**src/rtl/tcprto_pkg.sv**
```systemverilog
// ----------------------------------------------------------------------------
// tcprto_pkg
// Shared types and constants for the TCP retransmit timer / RTO estimator.
// ----------------------------------------------------------------------------
package tcprto_pkg;

  localparam int DEFAULT_TIME_WIDTH = 32;

  localparam int OPCODE_W  = 3;
  localparam int CFG_IDX_W = 3;
  localparam int CFG_DAT_W = 32;
  localparam int OUT_W     = 32;

  localparam int FAST_TICK_W = 10;
  localparam int GRAN_W      = 16;
  localparam int SHIFT_W     = 3;

  // register reset values
  localparam logic [FAST_TICK_W-1:0] FAST_TICK_RST = 10'd200;
  localparam logic [31:0]            RTO_MIN_RST   = 32'd1000;
  localparam logic [31:0]            RTO_MAX_RST   = 32'd60000;
  localparam logic [GRAN_W-1:0]      GRAN_RST      = 16'd1;
  localparam logic [SHIFT_W-1:0]     ALPHA_RST     = 3'd3;
  localparam logic [SHIFT_W-1:0]     BETA_RST      = 3'd2;
  localparam logic [31:0]            INIT_RTO_RST  = 32'd1000;

  typedef enum logic [OPCODE_W-1:0] {
    OP_FAST_TICK  = 3'd0,
    OP_SLOW_CHECK = 3'd1,
    OP_ARM        = 3'd2,
    OP_MEASURE    = 3'd3,
    OP_DISARM     = 3'd4
  } op_e;

  typedef enum logic [CFG_IDX_W-1:0] {
    CFG_FAST_TICK = 3'd0,
    CFG_RTO_MIN   = 3'd1,
    CFG_RTO_MAX   = 3'd2,
    CFG_GRAN      = 3'd3,
    CFG_ALPHA     = 3'd4,
    CFG_BETA      = 3'd5,
    CFG_INIT_RTO  = 3'd6
  } cfg_idx_e;

  typedef struct packed {
    logic [FAST_TICK_W-1:0] fast_tick_ms;
    logic [31:0]            rto_min_ms;
    logic [31:0]            rto_max_ms;
    logic [GRAN_W-1:0]      granularity_ms;
    logic [SHIFT_W-1:0]     alpha_shift;
    logic [SHIFT_W-1:0]     beta_shift;
  } cfg_t;

  typedef struct packed {
    logic [OPCODE_W-1:0] opcode;
    logic                connection_established;
    logic                ack_pending;
  } item_t;

  typedef struct packed {
    logic             send_ack;
    logic             resend_segment;
    logic [OUT_W-1:0] clock_now;
    logic [OUT_W-1:0] timeout_now;
    logic [OUT_W-1:0] smoothed_rtt_now;
    logic [OUT_W-1:0] rtt_variance_now;
    logic             timer_armed;
  } result_t;

endpackage

```
**src/rtl/tcprto_if.sv**
```systemverilog
// ----------------------------------------------------------------------------
// tcprto_if
// Valid/ready channels: request items, result items and register writes.
// ----------------------------------------------------------------------------
interface tcprto_req_if
  import tcprto_pkg::*;
();
  logic                valid;
  logic                ready;
  logic [OPCODE_W-1:0] opcode;
  logic                connection_established;
  logic                ack_pending;

  modport source(output valid, opcode, connection_established, ack_pending, input ready);
  modport sink(input valid, opcode, connection_established, ack_pending, output ready);
endinterface

interface tcprto_rsp_if
  import tcprto_pkg::*;
();
  logic             valid;
  logic             ready;
  logic             send_ack;
  logic             resend_segment;
  logic [OUT_W-1:0] clock_now;
  logic [OUT_W-1:0] timeout_now;
  logic [OUT_W-1:0] smoothed_rtt_now;
  logic [OUT_W-1:0] rtt_variance_now;
  logic             timer_armed;

  modport source(output valid, send_ack, resend_segment, clock_now, timeout_now,
                 smoothed_rtt_now, rtt_variance_now, timer_armed, input ready);
  modport sink(input valid, send_ack, resend_segment, clock_now, timeout_now,
               smoothed_rtt_now, rtt_variance_now, timer_armed, output ready);
endinterface

interface tcprto_cfg_if
  import tcprto_pkg::*;
();
  logic                 valid;
  logic                 ready;
  logic [CFG_IDX_W-1:0] index;
  logic [CFG_DAT_W-1:0] data;

  modport source(output valid, index, data, input ready);
  modport sink(input valid, index, data, output ready);
endinterface

```
**src/rtl/tcp_retransmit_timer_rto.sv**
```systemverilog
// ----------------------------------------------------------------------------
// tcp_retransmit_timer_rto
// Retransmission timer and RTO estimator for one TCP connection.
//
//   channel | dir | payload                                      | transfer when
//   --------+-----+----------------------------------------------+--------------
//   req     | in  | opcode, connection_established, ack_pending  | valid & ready
//   rsp     | out | send_ack, resend_segment, *_now, timer_armed | valid & ready
//   cfg     | in  | index, data (register write)                 | valid & ready
//
// One item per cycle unless a stalled result holds the flow; the request passes the input
// register, then the result register written with the new state, which makes the result valid.
// The RTO update path (sample, smoothing, RTO clamp) sits in one stage, ahead of the result register.
// rst is synchronous; cfg.ready is always high.
// A stalled result holds the pipeline; one more item waits in the input register.
// ----------------------------------------------------------------------------
module tcp_retransmit_timer_rto
  import tcprto_pkg::*;
#(
  parameter int TIME_WIDTH = DEFAULT_TIME_WIDTH
) (
  input  logic          clk,
  input  logic          rst,
  tcprto_req_if.sink    req,
  tcprto_rsp_if.source  rsp,
  tcprto_cfg_if.sink    cfg
);

  cfg_t    regs;
  item_t   item;
  result_t result;
  logic    item_vld;
  logic    out_vld;
  logic    advance;
  logic    req_xfer;

  tcprto_cfg u_cfg (
    .clk  (clk),
    .rst  (rst),
    .cfg  (cfg),
    .regs (regs)
  );

  assign advance   = item_vld && (!out_vld || rsp.ready);
  assign req.ready = !item_vld || advance;
  assign req_xfer  = req.valid && req.ready;

  always_ff @(posedge clk) begin
    if (rst) begin
      item_vld <= 1'b0;
      out_vld  <= 1'b0;
    end else begin
      if (req_xfer) begin
        item_vld <= 1'b1;
      end else if (advance) begin
        item_vld <= 1'b0;
      end
      if (advance) begin
        out_vld <= 1'b1;
      end else if (rsp.ready) begin
        out_vld <= 1'b0;
      end
    end
  end

  always_ff @(posedge clk) begin
    if (req_xfer) begin
      item.opcode                 <= req.opcode;
      item.connection_established <= req.connection_established;
      item.ack_pending            <= req.ack_pending;
    end
  end

  tcprto_core #(
    .TIME_WIDTH (TIME_WIDTH)
  ) u_core (
    .clk     (clk),
    .rst     (rst),
    .advance (advance),
    .item    (item),
    .regs    (regs),
    .result  (result)
  );

  assign rsp.valid            = out_vld;
  assign rsp.send_ack         = result.send_ack;
  assign rsp.resend_segment   = result.resend_segment;
  assign rsp.clock_now        = result.clock_now;
  assign rsp.timeout_now      = result.timeout_now;
  assign rsp.smoothed_rtt_now = result.smoothed_rtt_now;
  assign rsp.rtt_variance_now = result.rtt_variance_now;
  assign rsp.timer_armed      = result.timer_armed;

endmodule

```
**src/rtl/tcprto_cfg.sv**
```systemverilog
// ----------------------------------------------------------------------------
// tcprto_cfg
// Configuration register file, written through the register write channel.
// ----------------------------------------------------------------------------
module tcprto_cfg
  import tcprto_pkg::*;
(
  input  logic         clk,
  input  logic         rst,
  tcprto_cfg_if.sink   cfg,
  output cfg_t         regs
);

  logic wr;

  assign cfg.ready = 1'b1;
  assign wr        = cfg.valid && cfg.ready;

  always_ff @(posedge clk) begin
    if (rst) begin
      regs.fast_tick_ms   <= FAST_TICK_RST;
      regs.rto_min_ms     <= RTO_MIN_RST;
      regs.rto_max_ms     <= RTO_MAX_RST;
      regs.granularity_ms <= GRAN_RST;
      regs.alpha_shift    <= ALPHA_RST;
      regs.beta_shift     <= BETA_RST;
    end else if (wr) begin
      unique case (cfg_idx_e'(cfg.index))
        CFG_FAST_TICK: regs.fast_tick_ms   <= cfg.data[FAST_TICK_W-1:0];
        CFG_RTO_MIN:   regs.rto_min_ms     <= cfg.data[31:0];
        CFG_RTO_MAX:   regs.rto_max_ms     <= cfg.data[31:0];
        CFG_GRAN:      regs.granularity_ms <= cfg.data[GRAN_W-1:0];
        CFG_ALPHA:     regs.alpha_shift    <= cfg.data[SHIFT_W-1:0];
        CFG_BETA:      regs.beta_shift     <= cfg.data[SHIFT_W-1:0];
        // initial RTO only matters at reset, and reset restores its default
        CFG_INIT_RTO:  ;
        default:       ;
      endcase
    end
  end

endmodule

```
**src/rtl/tcprto_core.sv**
```systemverilog
// ----------------------------------------------------------------------------
// tcprto_core
// Timer state, next-state logic for one item and the result register.
// ----------------------------------------------------------------------------
module tcprto_core
  import tcprto_pkg::*;
#(
  parameter int TIME_WIDTH = DEFAULT_TIME_WIDTH
) (
  input  logic    clk,
  input  logic    rst,
  input  logic    advance,
  input  item_t   item,
  input  cfg_t    regs,
  output result_t result
);

  localparam int          TW      = TIME_WIDTH;
  localparam logic [63:0] TMASK64 = (64'd1 << TW) - 64'd1;
  localparam logic [TW-1:0] ONES  = '1;

  function automatic logic [TW-1:0] sat_t(input logic [31:0] x);
    logic [63:0] x64;
    x64 = 64'(x);
    return (x64 > TMASK64) ? ONES : x64[TW-1:0];
  endfunction

  // floor((old*(2^s-1) + x) / 2^s) without a wide product
  function automatic logic [TW-1:0] smooth(input logic [TW-1:0] old,
                                           input logic [TW-1:0] x,
                                           input logic [SHIFT_W-1:0] s);
    logic [TW-1:0] d;
    logic [TW-1:0] mask;
    logic [TW-1:0] q;
    logic [TW-1:0] res;
    mask = (TW'(1) << s) - TW'(1);
    if (x >= old) begin
      res = old + ((x - old) >> s);
    end else begin
      d   = old - x;
      q   = (d >> s) + TW'((d & mask) != '0);
      res = old - q;
    end
    return res;
  endfunction

  logic [TW-1:0] clock_ms, timeout_ms, deadline_ms, smoothed_rtt, rtt_variance;
  logic [TW-1:0] clock_next, timeout_next, deadline_next, srtt_next, var_next;
  logic          ack, resend;

  // measurement path
  logic [TW-1:0] m_start, m_sample, m_diff, m_var, m_srtt, m_k, m_gran, m_rto_min;
  logic [TW:0]   m_sum;
  logic [TW-1:0] m_rto;

  always_comb begin
    m_start  = deadline_ms - timeout_ms;
    m_sample = clock_ms - m_start;
    if (m_sample[TW-1]) begin
      m_sample = '0;
    end
    m_diff = (smoothed_rtt >= m_sample) ? smoothed_rtt - m_sample
                                        : m_sample - smoothed_rtt;
    if (smoothed_rtt == '0) begin
      m_srtt = m_sample;
      m_var  = m_sample >> 1;
    end else begin
      m_var  = smooth(rtt_variance, m_diff, regs.beta_shift);
      m_srtt = smooth(smoothed_rtt, m_sample, regs.alpha_shift);
    end
    m_k      = (m_var[TW-1:TW-2] != 2'b00) ? ONES : (m_var << 2);
    m_gran   = TW'(regs.granularity_ms);
    if (m_k < m_gran) begin
      m_k = m_gran;
    end
    m_sum     = {1'b0, m_srtt} + {1'b0, m_k};
    m_rto     = m_sum[TW] ? ONES : m_sum[TW-1:0];
    m_rto_min = sat_t(regs.rto_min_ms);
    if (m_rto < m_rto_min) begin
      m_rto = m_rto_min;
    end
  end

  // backoff path
  logic [TW-1:0] b_rto, b_max;
  logic          b_fire;

  always_comb begin
    b_fire = item.connection_established && (deadline_ms != '0) &&
             (deadline_ms < clock_ms);
    b_rto  = timeout_ms[TW-1] ? ONES : (timeout_ms << 1);
    b_max  = sat_t(regs.rto_max_ms);
    if (b_rto > b_max) begin
      b_rto = b_max;
    end
  end

  always_comb begin
    clock_next    = clock_ms;
    timeout_next  = timeout_ms;
    deadline_next = deadline_ms;
    srtt_next     = smoothed_rtt;
    var_next      = rtt_variance;
    ack           = 1'b0;
    resend        = 1'b0;
    unique case (item.opcode)
      OP_FAST_TICK: begin
        ack        = item.connection_established && item.ack_pending;
        clock_next = clock_ms + TW'(regs.fast_tick_ms);
      end
      OP_SLOW_CHECK: begin
        if (b_fire) begin
          timeout_next  = b_rto;
          deadline_next = clock_ms + b_rto;
          resend        = 1'b1;
        end
      end
      OP_ARM: begin
        deadline_next = clock_ms + timeout_ms;
      end
      OP_MEASURE: begin
        srtt_next    = m_srtt;
        var_next     = m_var;
        timeout_next = m_rto;
      end
      OP_DISARM: begin
        deadline_next = '0;
      end
      default: ;
    endcase
  end

  always_ff @(posedge clk) begin
    if (rst) begin
      clock_ms     <= '0;
      timeout_ms   <= sat_t(INIT_RTO_RST);
      deadline_ms  <= '0;
      smoothed_rtt <= '0;
      rtt_variance <= '0;
    end else if (advance) begin
      clock_ms     <= clock_next;
      timeout_ms   <= timeout_next;
      deadline_ms  <= deadline_next;
      smoothed_rtt <= srtt_next;
      rtt_variance <= var_next;
    end
  end

  always_ff @(posedge clk) begin
    if (advance) begin
      result.send_ack         <= ack;
      result.resend_segment   <= resend;
      result.clock_now        <= OUT_W'(clock_next);
      result.timeout_now      <= OUT_W'(timeout_next);
      result.smoothed_rtt_now <= OUT_W'(srtt_next);
      result.rtt_variance_now <= OUT_W'(var_next);
      result.timer_armed      <= (deadline_next != '0);
    end
  end

endmodule

```
**src/flat_wrapper.sv**
```systemverilog
// flat-port wrapper written by rule: the top's interface ports become plain ports
module tcp_retransmit_timer_rto_flat import tcprto_pkg::*;
#(
  parameter int TIME_WIDTH = DEFAULT_TIME_WIDTH
)
  (clk, rst, req_valid, req_opcode, req_connection_established, req_ack_pending, req_ready, rsp_valid, rsp_send_ack, rsp_resend_segment, rsp_clock_now, rsp_timeout_now, rsp_smoothed_rtt_now, rsp_rtt_variance_now, rsp_timer_armed, rsp_ready, cfg_valid, cfg_index, cfg_data, cfg_ready);
  tcprto_req_if req_i ();
  tcprto_rsp_if rsp_i ();
  tcprto_cfg_if cfg_i ();
  input  logic clk;
  input  logic rst;
  input wire logic [$bits(req_i.valid)-1:0] req_valid;
  input wire logic [$bits(req_i.opcode)-1:0] req_opcode;
  input wire logic [$bits(req_i.connection_established)-1:0] req_connection_established;
  input wire logic [$bits(req_i.ack_pending)-1:0] req_ack_pending;
  output wire logic [$bits(req_i.ready)-1:0] req_ready;
  output wire logic [$bits(rsp_i.valid)-1:0] rsp_valid;
  output wire logic [$bits(rsp_i.send_ack)-1:0] rsp_send_ack;
  output wire logic [$bits(rsp_i.resend_segment)-1:0] rsp_resend_segment;
  output wire logic [$bits(rsp_i.clock_now)-1:0] rsp_clock_now;
  output wire logic [$bits(rsp_i.timeout_now)-1:0] rsp_timeout_now;
  output wire logic [$bits(rsp_i.smoothed_rtt_now)-1:0] rsp_smoothed_rtt_now;
  output wire logic [$bits(rsp_i.rtt_variance_now)-1:0] rsp_rtt_variance_now;
  output wire logic [$bits(rsp_i.timer_armed)-1:0] rsp_timer_armed;
  input wire logic [$bits(rsp_i.ready)-1:0] rsp_ready;
  input wire logic [$bits(cfg_i.valid)-1:0] cfg_valid;
  input wire logic [$bits(cfg_i.index)-1:0] cfg_index;
  input wire logic [$bits(cfg_i.data)-1:0] cfg_data;
  output wire logic [$bits(cfg_i.ready)-1:0] cfg_ready;
  assign req_i.valid = req_valid;
  assign req_i.opcode = req_opcode;
  assign req_i.connection_established = req_connection_established;
  assign req_i.ack_pending = req_ack_pending;
  assign req_ready = req_i.ready;
  assign rsp_valid = rsp_i.valid;
  assign rsp_send_ack = rsp_i.send_ack;
  assign rsp_resend_segment = rsp_i.resend_segment;
  assign rsp_clock_now = rsp_i.clock_now;
  assign rsp_timeout_now = rsp_i.timeout_now;
  assign rsp_smoothed_rtt_now = rsp_i.smoothed_rtt_now;
  assign rsp_rtt_variance_now = rsp_i.rtt_variance_now;
  assign rsp_timer_armed = rsp_i.timer_armed;
  assign rsp_i.ready = rsp_ready;
  assign cfg_i.valid = cfg_valid;
  assign cfg_i.index = cfg_index;
  assign cfg_i.data = cfg_data;
  assign cfg_ready = cfg_i.ready;
  tcp_retransmit_timer_rto #(.TIME_WIDTH(TIME_WIDTH)) u_core (.clk(clk), .rst(rst), .req(req_i), .rsp(rsp_i), .cfg(cfg_i));
endmodule
```
**config.mk**
```make
export PLATFORM = sky130hd
export DESIGN_NAME = tcp_retransmit_timer_rto_flat
export DESIGN_NICKNAME = d
export VERILOG_FILES = /design/src/rtl/tcprto_pkg.sv /design/src/rtl/tcprto_if.sv /design/src/rtl/tcp_retransmit_timer_rto.sv /design/src/rtl/tcprto_cfg.sv /design/src/rtl/tcprto_core.sv /design/src/flat_wrapper.sv
export SDC_FILE = /design/constraint.sdc
export NUM_CORES = 2
export LEC_CHECK = 0
export BUFFER_PORTS_ARGS = -buffer_cell sky130_fd_sc_hd__buf_4
export CAP_MARGIN = 15
export CORE_MARGIN = 5
export CORE_UTILIZATION = 45
export DETAILED_ROUTE_END_ITERATION = 12
export PLACE_DENSITY_LB_ADDON = 0.08
export SLEW_MARGIN = 0
export SYNTH_ARGS = -nofsm -noshare
export SYNTH_HDL_FRONTEND = slang
export SYNTH_HIERARCHICAL = 1
export SYNTH_SLANG_ARGS = --single-unit
```
**constraint.sdc**
```tcl
create_clock -name clk -period 21.5 [get_ports clk]
set_input_delay 3.225 -clock clk [delete_from_list [all_inputs] [get_ports clk]]
set_output_delay 3.225 -clock clk [all_outputs]
set_load 0.05 [all_outputs]
```
==> impl_metrics.yaml <==
synth:
  synth_xor_area_share_pct: 6.825
  syn_avg_cell_area_um2: 7.758
  synthTopCellsByArea: "ha_1 14%, dfxtp_1 11%, edfxtp_1 8.4%, mux2i_1 6.8%, a21oi_1 5.1%"
  synthMuxAreaShare_pct: 10.13
  synth_cell_types: 102
  synth_ff_type: "dfxtp_1"
  yosys.area.top_type: "ha_1"
  synthCells: 6286
  yosysWarnings: 6
  synth_top_family_by_area: "compound AO/OA/AOI/OAI gates"
  synth_seq_area_share_pct: 18.97
  synth_compound_area_share_pct: 23.30
  syn_area_mm2: 0.04877
  synth_top_area_share_pct: 14.27
  synth_fa_ha_area_share_pct: 16.11
  async_flop_share_pct: 0
  synth_nets: 6932
  synth-seq-cells: 394
  synth-simple-area-share_pct: 17.72
  synth_edf_count: 136
floorplan:
  die_h_um: 339.2
  start_util_pct: 45.43
  die-area_mm2: 0.1151
  die_w_um: 339.2
  ios: 179
  rows: 120
  coreArea_mm2: 0.1074
worst_setup_path:
  critPathLaunchType: "flop"
  r2r_cells: 93
  max_stage_delay_ps: 550
  crit_arrival_ps: 21220
  path_class: "reg2reg"
  worst_path_most_repeated_cell: "a21oi_1"
  worstPathRequired_ps: 22100
  cpMaxStageDelayCell: "fa_1"
  crit-reg2reg-launch: "u_core/u_core/timeout_ms[0]$_SDFFE_PP0P_"
  cp_num_buf_inv: 14
  r2r_end: "u_core/u_core/timeout_ms[0]$_SDFFE_PP0P_"
  reg2reg_slack_ps: 880
  path_max_fanout: 18
  critPathLaunch: "u_core/u_core/timeout_ms[0]$_SDFFE_PP0P_"
  crit_path_end_kind: "flop"
  cpLargestDelayFamily: "compound AO/OA/AOI/OAI gates"
grt:
  antenna_found_initial: 3
  first_global_vias: 45960
  groute.usage.overall_pct: 34.62
  grt_start_max_net_pins: 196
  grt-ovfl-total: 0
  grt_use_met3_pct: 4.474
  met1_usage_pct: 46.71
  globalRoute.busiestLayer: "met2"
  grt_pass1_wl_mm: 302.9
  use_met2_pct: 54.44
routing:
  drt-initial-drc-count: 4999
  ant_nets: 0
  wirelength_mm: 211.3
  drc: 0
  wl_per_cell_um: 26.60
  vias: 48720
  first_pass_iters: 6
  avgViaCountPerCell: 6.132
clock_tree:
  numCtsBuffers: 53
  cts_tree: "yes"
  h-tree-depth: 2
  cts_num_sinks: 394
  cts_buffer_depth: 3
  cts_hold_buffers: 0
  cts-root-buf: "clkbuf_16"
  clkLatencyLatePin_ps: 680
  clkTransAtPathRegs_ps: 60
cells_and_area:
  areaGrowthSynthToFinish_pct: 13.00
  final_cell_mix: "571 x inv_1, 556 x ha_1, 554 x nand2_1"
  fill_cells: 10660
  mostFrequentLayoutCell: "inv_1"
  final_cells: 7944
  fin_nets: 7139
  drive_above_1_share_pct: 12.28
timing:
  maxSlewHeadroom_pct: 11.97
  max_freq_mhz: 48.51
  worstMarginPinSlew_ps: 1309
  finalMaxSlewViolations: 0
  setup_viol: 0
  hold_viol: 0
  skew_ps: 37.12
  timing.final.crit_share_pct: 95.88
  fin_crit_ps: 20620
placed_design:
  numPlacedInstances: 7828
  hpwlAfterDp_mm: 171.9
  port_buffers: 177
  routabilityCongestion: 0.9955
status:
  status: "finished clean"
flow_run:
  max-cap-violations: 0
worst_hold_path:
  hold_path.class: "reg2reg"
  hold_depth: 2
  hold_end: "u_core/u_cfg/regs[21]$_SDFFE_PP0P_"
  min-delay-start: "u_core/u_cfg/regs[21]$_SDFFE_PP0P_"
-- worst max path at each step --
stage	end	slack (ps)	cells past startpoint
5_1_grt	u_core/u_core/timeout_ms[30]$_SDFFE_PP0P_	-80	97
2_1_floorplan	u_core/u_core/result[88]$_DFFE_PP_	180	97
6_report	u_core/u_core/timeout_ms[0]$_SDFFE_PP0P_	880	93
3_3_place_gp	u_core/u_core/timeout_ms[0]$_SDFFE_PP0P_	300	92
3_5_place_dp	u_core/u_core/timeout_ms[0]$_SDFFE_PP0P_	-30	94
4_1_cts	u_core/u_core/timeout_ms[26]$_SDFFE_PP0P_	20	94
-- per-layer routing --
metal | wire length, um | share of wire (%)
met1 | 90450 | 43
met2 | 92530 | 44
met3 | 15200 | 7.2
met4 | 13130 | 6.2
met5 | 13 | 0.0062
-- synth_stat cells, types with 21 or more instances --
| master | instances |
|---|---|
| inv_1 | 574 |
| a21o_1 | 200 |
| nand4_1 | 72 |
| a21oi_1 | 494 |
| nor4_1 | 37 |
| and2_1 | 43 |
| o211a_1 | 21 |
| a21boi_0 | 23 |
| xnor2_1 | 261 |
| xor2_1 | 119 |
| mux2i_1 | 330 |
| nor3_1 | 90 |
| o21a_1 | 65 |
| a221oi_1 | 35 |
| buf_2 | 27 |
| ha_1 | 556 |
| nor2b_1 | 47 |
| or3_1 | 25 |
| nand3_1 | 109 |
| and3_1 | 55 |
| o21ai_0 | 370 |
| a22oi_1 | 21 |
| nor2_1 | 510 |
| mux2_2 | 121 |
| a211oi_1 | 83 |
| edfxtp_1 | 136 |
| o211ai_1 | 63 |
| nand2_1 | 556 |
| o22ai_1 | 36 |
| dfxtp_1 | 258 |
| buf_1 | 42 |
| o21bai_1 | 69 |
| fa_1 | 45 |
| o31ai_1 | 33 |
| nand2b_1 | 170 |
| clkbuf_1 | 210 |
| a31oi_1 | 27 |
-- metrics by stage --
stage	TNS (ps)	cell area (um2)	utilization, %	hold WS [ps]	worst slack [ps]
floorplan	0	48770	-	447.5	185.0
global placement	0	52770	49.16	465.0	295.9
detailed placement	-29.54	52770	49.16	469.5	-29.54
CTS	0	54770	51.02	480.0	16.00
global route	-876.5	55100	51.32	505.0	-78.67
finish	0	55110	51.33	479.6	885.0
-- worst min-delay path, cell delays in order (launching register included) --
cell and delay, ps:
dfxtp_1 310, nand2b_1 60, mux2i_1 60
-- final cells by class --
type | count | area [um2] | area share, %
Timing Repair Buffer | 444 | 3440 | 6.242
Antenna cell | 3 | 7.507 | 0.01362
Clock buffer | 69 | 1521 | 2.761
Tap cell | 1403 | 1755 | 3.186
Sequential cell | 394 | 9254 | 16.79
Clock inverter | 31 | 460.4 | 0.8356
Inverter | 583 | 2188 | 3.971
Multi-Input combinational cell | 5017 | 36480 | 66.20
-- sequential cells by signal (all words and copies together), names as in the netlist --
signal	flops
u_core/u_core/deadline_ms	32
u_core/rsp.valid	1
u_core/u_core/timeout_ms	32
u_core/item	5
u_core/u_core/rtt_variance	32
u_core/item_vld	1
u_core/u_cfg/regs	96
u_core/u_core/clock_ms	32
u_core/u_core/smoothed_rtt	32
u_core/u_core/result	131
-- timing repair --
item / in CTS / in global routing
gates cloned: 0 / 1
setup endpoints to repair: 31 / 64
buffers inserted: 0 / 12
pin swaps: 0 / 13
gates resized for setup: 3 / 56
endpoints found under the hold margin: 0 / 0
-- kinds of logic (layout without fill, tap and decap cells) --
group                    after synthesis  in the layout
AND/OR/NAND/NOR                     1815           1815
AO/OA/AOI/OAI                       1754           1754
buffers and inverters                875           1127
adder cells (fa/ha/maj)              601            601
multiplexers                         466            466
flip-flops                           394            394
XOR/XNOR                             380            380
other                                  1              4
Power is not shown: default switching activity piles up to over one toggle a cycle in this logic, so the estimate is an artifact.
